--- config.mk ---
export PLATFORM = sky130hd
export DESIGN_NAME = itrm_front
export DESIGN_NICKNAME = d
export VERILOG_FILES = /design/src/rtl/itrm_pkg.sv /design/src/rtl/itrm_front.sv
export SDC_FILE = /design/constraint.sdc
export NUM_CORES = 1
export LEC_CHECK = 0
export BUFFER_PORTS_ARGS = -buffer_cell sky130_fd_sc_hd__buf_2
export CAP_MARGIN = 15
export CORE_MARGIN = 2
export CORE_UTILIZATION = 34
export CTS_BUF_LIST = sky130_fd_sc_hd__clkbuf_8
export DETAILED_ROUTE_END_ITERATION = 10
export GPL_ROUTABILITY_DRIVEN = 0
export MAX_ROUTING_LAYER = met4
export RECOVER_POWER = 50
export REMOVE_ABC_BUFFERS = 1
export SLEW_MARGIN = 30
export SYNTH_ARGS = -nofsm -noshare
export SYNTH_HDL_FRONTEND = slang
export SYNTH_SLANG_ARGS = --single-unit
--- constraint.sdc ---
create_clock -name clk -period 2.3 [get_ports clk]
set_input_delay 0.115 -clock clk [delete_from_list [all_inputs] [get_ports clk]]
set_output_delay 0.115 -clock clk [all_outputs]
set_load 0.02 [all_outputs]
--- src/rtl/itrm_pkg.sv ---
// Shared types and constants for the interface traffic rate meter.
// No dependencies; every other file imports this package.
`timescale 1ns / 1ps

package itrm_pkg;

    localparam int KINDS = 3;
    localparam int CMD_W = 2;
    localparam int IF_W = 4;
    localparam int LEN_W = 16;
    localparam int PCNT_W = 32;
    localparam int BCNT_W = 40;
    localparam int RATE_W = 40;
    localparam int INV_W = 24;
    localparam int PER_W = 32;
    localparam int DIV_W = 52;
    localparam logic [INV_W-1:0] INV_RESET = 24'd65536;

    localparam logic [CMD_W-1:0] CMD_RX = 2'd0;
    localparam logic [CMD_W-1:0] CMD_TX = 2'd1;
    localparam logic [CMD_W-1:0] CMD_DROP = 2'd2;
    localparam logic [CMD_W-1:0] CMD_TICK = 2'd3;

    localparam logic [CMD_W-1:0] KIND_LAST = 2'd2;

    typedef struct packed {
        logic             tick;
        logic [CMD_W-1:0] cmd;
        logic [IF_W-1:0]  port;
        logic [LEN_W-1:0] bytes;
    } item_t;

    typedef struct packed {
        logic  valid;
        item_t item;
    } queue_head_t;

endpackage

--- src/rtl/itrm_front.sv ---
// Front end: accepts commands, classifies ticks and queues items for the back end.
// Depends on itrm_pkg.
`timescale 1ns / 1ps

module itrm_front (
    input  logic                  clk,
    input  logic                  rst_n,
    input  logic                  start,
    output logic                  busy,
    input  logic [itrm_pkg::CMD_W-1:0] command,
    input  logic [itrm_pkg::IF_W-1:0]  interface_req,
    input  logic [itrm_pkg::LEN_W-1:0] packet_bytes,
    output itrm_pkg::queue_head_t head,
    input  logic                  pop
);
    import itrm_pkg::*;

    item_t       q_reg [2];
    logic        wp_reg;
    logic        wp_next;
    logic        rp_reg;
    logic        rp_next;
    logic [1:0]  cnt_reg;
    logic [1:0]  cnt_next;
    logic        push;
    logic        do_pop;
    item_t       in_item;

    assign busy = (cnt_reg == 2'd2);
    assign push = start && !busy;
    assign do_pop = pop && (cnt_reg != 2'd0);

    always_comb
    begin
        in_item.tick = (command == CMD_TICK);
        in_item.cmd = command;
        in_item.port = interface_req;
        in_item.bytes = packet_bytes;
    end

    always_comb
    begin
        wp_next = push ? ~wp_reg : wp_reg;
        rp_next = do_pop ? ~rp_reg : rp_reg;
        cnt_next = cnt_reg + 2'(push) - 2'(do_pop);
    end

    always_ff @(posedge clk or negedge rst_n)
    begin
        if (!rst_n)
        begin
            wp_reg <= 1'b0;
            rp_reg <= 1'b0;
            cnt_reg <= 2'd0;
        end
        else
        begin
            wp_reg <= wp_next;
            rp_reg <= rp_next;
            cnt_reg <= cnt_next;
        end
    end

    always_ff @(posedge clk)
    begin
        if (push)
        begin
            q_reg[wp_reg] <= in_item;
        end
    end

    assign head.valid = (cnt_reg != 2'd0);
    assign head.item = q_reg[rp_reg];

endmodule

# Yosys cells after proc, flatten, opt, wreduce, memory -nomap -nowiden
# Memory sizes are Yosys's and may differ from the RTL's.
# Index checks and enable logic that the tools add are counted.
dict set report totals {
  ff_bits 4
  ramBits 46
  inputBits 26
  out_inout_bits 25
  elab_cells 16
  memories 1
}
dict set report op_classes {
  addsub 2
  n_eq_ne 2
  muxes 2
  bitwise_logic 2
  reduce_logical 4
}
# memory depth word_bits rd rd_clocked_by_memory_dff wr line
set mem_list {}
lappend mem_list {q_reg 2 23 1 0 1 itrm_front.sv:18} ;# item_t q_reg [2];
# cell n
set op_table {}
lappend op_table {{$eq 2x2->1 const B} 2}
lappend op_table {{$add 2x1->2} 1}
lappend op_table {{$logic_and 1x1->1} 2}
lappend op_table {{$mux 1} 2}
lappend op_table {{$not 1->1} 2}
lappend op_table {{$reduce_bool 2->1} 1}
lappend op_table {{$sub 2x1->2} 1}
lappend op_table {{$logic_not 1->1} 1}

# Depth between registers and ports, before layout
dict set report depth {
  ltp_word 5
  mapped_depth 7
}

# Worst setup path after synthesis
# No wires, ideal clock.
dict set report synth_timing {
  path_kind {register to register}
  startpoint {reg cnt_reg[1]}
  endpoint {mem q_reg[0][0] (netlist bit), enable pin}
  arrival_time_ps 1578
  required_ps 1897
  setup_slack_ps 319
  stages_incl_launch_ff 4
  path_buffers 0
  period_less_slack_ps 1981
  cell_sequence {dfrtp_1 > nand2b_1 > nand2_1 > nor2_1}
}
dict set report synth_via {
  elab_chain_cells 5
}
# item line
set synth_rtl {}
lappend synth_rtl {{start: declaration} itrm_front.sv:23} ;# logic [1:0] cnt_reg;
lappend synth_rtl {{start signal: assignment} itrm_front.sv:60} ;# cnt_reg <= cnt_next;
lappend synth_rtl {{$eq 2x2->1} itrm_front.sv:29} ;# assign busy = (cnt_reg == 2'd2);
lappend synth_rtl {{$logic_not 1->1} itrm_front.sv:30} ;# assign push = start && !busy;
lappend synth_rtl {{$logic_and 1x1->1} itrm_front.sv:30}
lappend synth_rtl {{$mux 1} itrm_front.sv:66} ;# if (push)
lappend synth_rtl {{$mux 1 (not written as such)} itrm_front.sv:68} ;# q_reg[wp_reg] <= in_item;
lappend synth_rtl {{end: declaration} itrm_front.sv:18}
# No other way between the ends.

# Worst setup path in the final report
dict set report layout_timing {
  startpoint {reg cnt_reg[1]}
  endpoint {reg cnt_reg[1]}
}
# item line
set layout_rtl {}
lappend layout_rtl {{$reduce_bool 2->1} itrm_front.sv:31} ;# assign do_pop = pop && (cnt_reg != 2'd0);
lappend layout_rtl {{$logic_and 1x1->1} itrm_front.sv:31}
lappend layout_rtl {{named net do_pop} itrm_front.sv:26} ;# logic do_pop;
lappend layout_rtl {{$sub 2x1->2} itrm_front.sv:45} ;# cnt_next = cnt_reg + 2'(push) - 2'(do_pop);
lappend layout_rtl {{named net cnt_next[1]} itrm_front.sv:24} ;# logic [1:0] cnt_next;
# The timed path passes the listed nets, and every way through them passes these cells.
# A chain may end at the register's enable or synchronous reset.

==> results.rst <==
.. list-table::
   :header-rows: 1

   * - Metric
     - Value
   * - Maximum number of pins on one net before global-route repair
     - 24
   * - RSZ-0062 raised after global routing
     - no
   * - Post-route ant nets
     - 0
   * - Number of nets in the finished design
     - 194
   * - Deepest level of the CTS H-tree
     - 2
   * - Yosys cell types
     - 16
   * - Initial DRC Count
     - 61
   * - Synth warnings
     - 0
   * - Worst setup SP type
     - flop
   * - Die area
     - 6380 sq um
   * - Clock tree from TritonCTS
     - built
   * - Proportion of netlist area held by the largest area contributor
     - 70.6%
   * - Min-Delay Startpoint
     - interface_req[0]
   * - Post-route minimum period
     - 1.82 ns
   * - Count of port buffers added during placement
     - 50
   * - Total count of hold-check failures in the final report
     - 0
   * - Leading cell types by total area after synthesis
     - edfxtp_1 (71%), mux2_4 (15%), dfrtp_1 (5.1%), mux2_2 (2.3%), buf_6 (1.7%)
   * - Synthesized instance count
     - 91
   * - Post-CTS resize count
     - 0
   * - TNS Setup
     - 0 ns
   * - Maximum buffer depth of the clock tree
     - 2
   * - Average via count per standard cell
     - 4.33
   * - Worst path bufs/invs
     - 1
   * - Share of synthesized area occupied by flip-flops and latches
     - 75.7%
   * - Highest attainable clock frequency
     - 549 MHz
   * - Pwr dens
     - 1220 nW/um^2
   * - # DRC
     - 0
   * - Number of cells on the worst hold path
     - 1
   * - Endpoint of the worst register-to-register path
     - cnt_reg[1]
   * - Total CTS buffers
     - 5
   * - Area of the mapped netlist
     - 1960 sq um
   * - Peak per-stage delay on the critical path
     - 0.41 ns
   * - Class of the tightest hold or removal check
     - in -> reg
   * - Flip-flop count of the largest register after layout
     - 46
   * - Dominant cell type by area after synthesis
     - edfxtp_1
   * - Initial Util
     - 35.3%
   * - PnR Total Power
     - 0.00313 W
   * - Die extent in y
     - 79.9 microns
   * - Headroom to the max-slew limit
     - 59.3%
   * - Layout cell share with drive strength beyond 1
     - 41.9%
   * - Worst Hold Path EP
     - q_reg[1][16]
   * - Clock skew after layout
     - 0.00163 ns
   * - Die W
     - 79.9 microns
   * - Total wire length after detailed routing
     - 3170 microns
   * - Crit Path Max Fanout
     - 3
   * - GR Overflow Total
     - 0
   * - Final max-slew violation count
     - 0
   * - Most common library cell in the layout ignoring fill and taps
     - edfxtp_1
   * - Leakage power of the design
     - 0.997 nW
   * - Worst supply voltage drop on vdd
     - 0.000606 V
   * - Overall global routing resource usage
     - 11.1%
   * - Number of register bits inferred by synthesis
     - 50
   * - Syn avg cell area
     - 21.5 sq um
   * - Arrival time of the worst setup path
     - 2.04 ns
   * - Max-cap check violation count
     - 0
   * - Wire length of the first global-routing pass
     - 5070 microns
   * - Worst skew pair latency
     - 0.29 ns
   * - Share of the clock period used by the worst path after layout
     - 79.1%
   * - Launch point of the worst reg-to-reg path
     - cnt_reg[1]
   * - Clock root cell
     - clkbuf_8
   * - Register clock-pin slew on the reported worst setup and hold paths
     - 0.09 ns
   * - Count of vias placed by the detailed router
     - 1,036
   * - P&R area growth vs syn
     - 30.6%
   * - Worst-Margin Slew
     - 0.611 ns
   * - Endpoint type of the worst setup path
     - flop
   * - Leading cell types in the layout, fill and taps excluded
     - edfxtp_1 (46), buf_2 (33), mux2_4 (19), dlygate4sd3_1 (18), clkbuf_1 (17)
   * - Iteration count of the initial detailed-routing pass
     - 3
   * - Clock sinks
     - 50
   * - CP max stage cell
     - dfrtp_1
   * - Number of diodes added for antenna fixing
     - 0
   * - Floorplan core area
     - 5540 sq um
   * - Final HPWL from detailed placement
     - 2150 microns
   * - Number of antenna violations at the first check in global routing
     - 0
   * - Count of endpoints failing setup in the final report
     - 0
   * - Reg-to-reg slack, setup
     - 0.48 ns
   * - Classification of the worst setup path
     - reg -> reg
   * - Number of rows in the core area
     - 27
   * - Number of global-route vias before repair
     - 1,082
   * - Dominant delay contributor by cell family on the critical path
     - simple AND/OR/NAND/NOR gates
   * - Result of the run
     - complete, no violations
   * - Number of top-level design ports
     - 51
   * - Required arrival time at the worst endpoint
     - 2.52 ns
   * - CP cell instances
     - or2_2 -> and2_4 -> ha_1 -> inv_1 -> ha_1 -> xnor2_1 -> xnor2_1
   * - Routed length per placed instance
     - 13.3 microns
   * - Depth of the worst register-to-register path
     - 7
   * - Layout fillers
     - 498
==> synthesized netlist by cell type (all sizes together) <==
| library cell | number |
|---|---|
| edfxtp | 46 |
| mux2 | 23 |
| dfrtp | 4 |
| buf | 3 |
| xnor2 | 3 |
| and2 | 2 |
| ha | 2 |
| inv | 2 |
| and3 | 1 |
| nand2 | 1 |
| nand2b | 1 |
| nor2 | 1 |
| or2 | 1 |
| xor2 | 1 |
==> report_power, final <==
group | total, W | internal, W | switching (W)
logic | 0.00120 | 0.000538 | 0.000659
registers | 0.00132 | 0.00125 | 0.0000697
clock network | 0.000610 | 0.000323 | 0.000286
==> cell type report <==
class	instances	area [sq um]	area share [%]
multi-input cells	36	434	17.0
flip-flops and latches	50	1480	58.0
well taps	72	90.1	3.52
clock inverters	3	45.0	1.76
clock buffers	5	68.8	2.69
repair buffers	71	429	16.8
inverters	2	7.51	0.294
==> worst register-to-register path, stage by stage, from the launching register on <==
cell and delay, ns:
dfrtp_1 0.41, or2_2 0.32, and2_4 0.17, ha_1 0.27
inv_1 0.04, ha_1 0.19, xnor2_1 0.20, xnor2_1 0.15
==> how the worst max path moves through the flow <==
stage                           from     endpoint  depth (start not counted)
after floorplan           cnt_reg[1]  q_reg[0][0]                          3
after global placement    cnt_reg[1]   cnt_reg[1]                          7
after detailed placement  cnt_reg[1]   cnt_reg[1]                          7
after CTS                 cnt_reg[1]   cnt_reg[1]                          7
after global routing      cnt_reg[1]   cnt_reg[1]                          7
final                     cnt_reg[1]   cnt_reg[1]                          7
==> kinds of logic (layout without fill, tap and decap cells) <==
| logic type | Yosys count | in the layout | share of synthesized area (%) |
|---|---|---|---|
| muxes | 23 | 23 | 16.9 |
| DFF | 50 | 50 | 75.7 |
| buffers and inverters | 5 | 81 | 2.11 |
| adders and majority gates | 2 | 2 | 1.28 |
| xor gates and xnor gates | 4 | 4 | 1.79 |
| and+or+nand+nor | 7 | 7 | 2.24 |
==> layer usage <==
metal / global-route usage [%] / vias up / routed length, microns
li1: - / 492 / -
met2: 19.2 / 35 / 1580
met3: 2.71 / 6 / 169
met1: 12.2 / 503 / 1360
met4: 5.08 / 0 / 63
met5: - / - / 0
==> timing repair <==
item | in CTS | in global routing
hold endpoints to repair | 25 | 12
hold buffers | 12 | 6
buffers inserted | 0 | 0
==> stage by stage <==
stage          cell area [sq um]  utilization, %  std cells  hold WS, ns  worst slack, ns
3_3_place_gp                2290            41.3        213      -0.0805            0.663
5_1_grt                     2560            46.1        239       0.0388            0.382
2_1_floorplan               1920               -         88       -0.181            0.319
3_5_place_dp                2290            41.3        213      -0.0752            0.547
6_report                    2560            46.1        239       0.0372            0.480
4_1_cts                     2520            45.5        233     0.000589            0.509
Power figures use the tool's default switching activity.
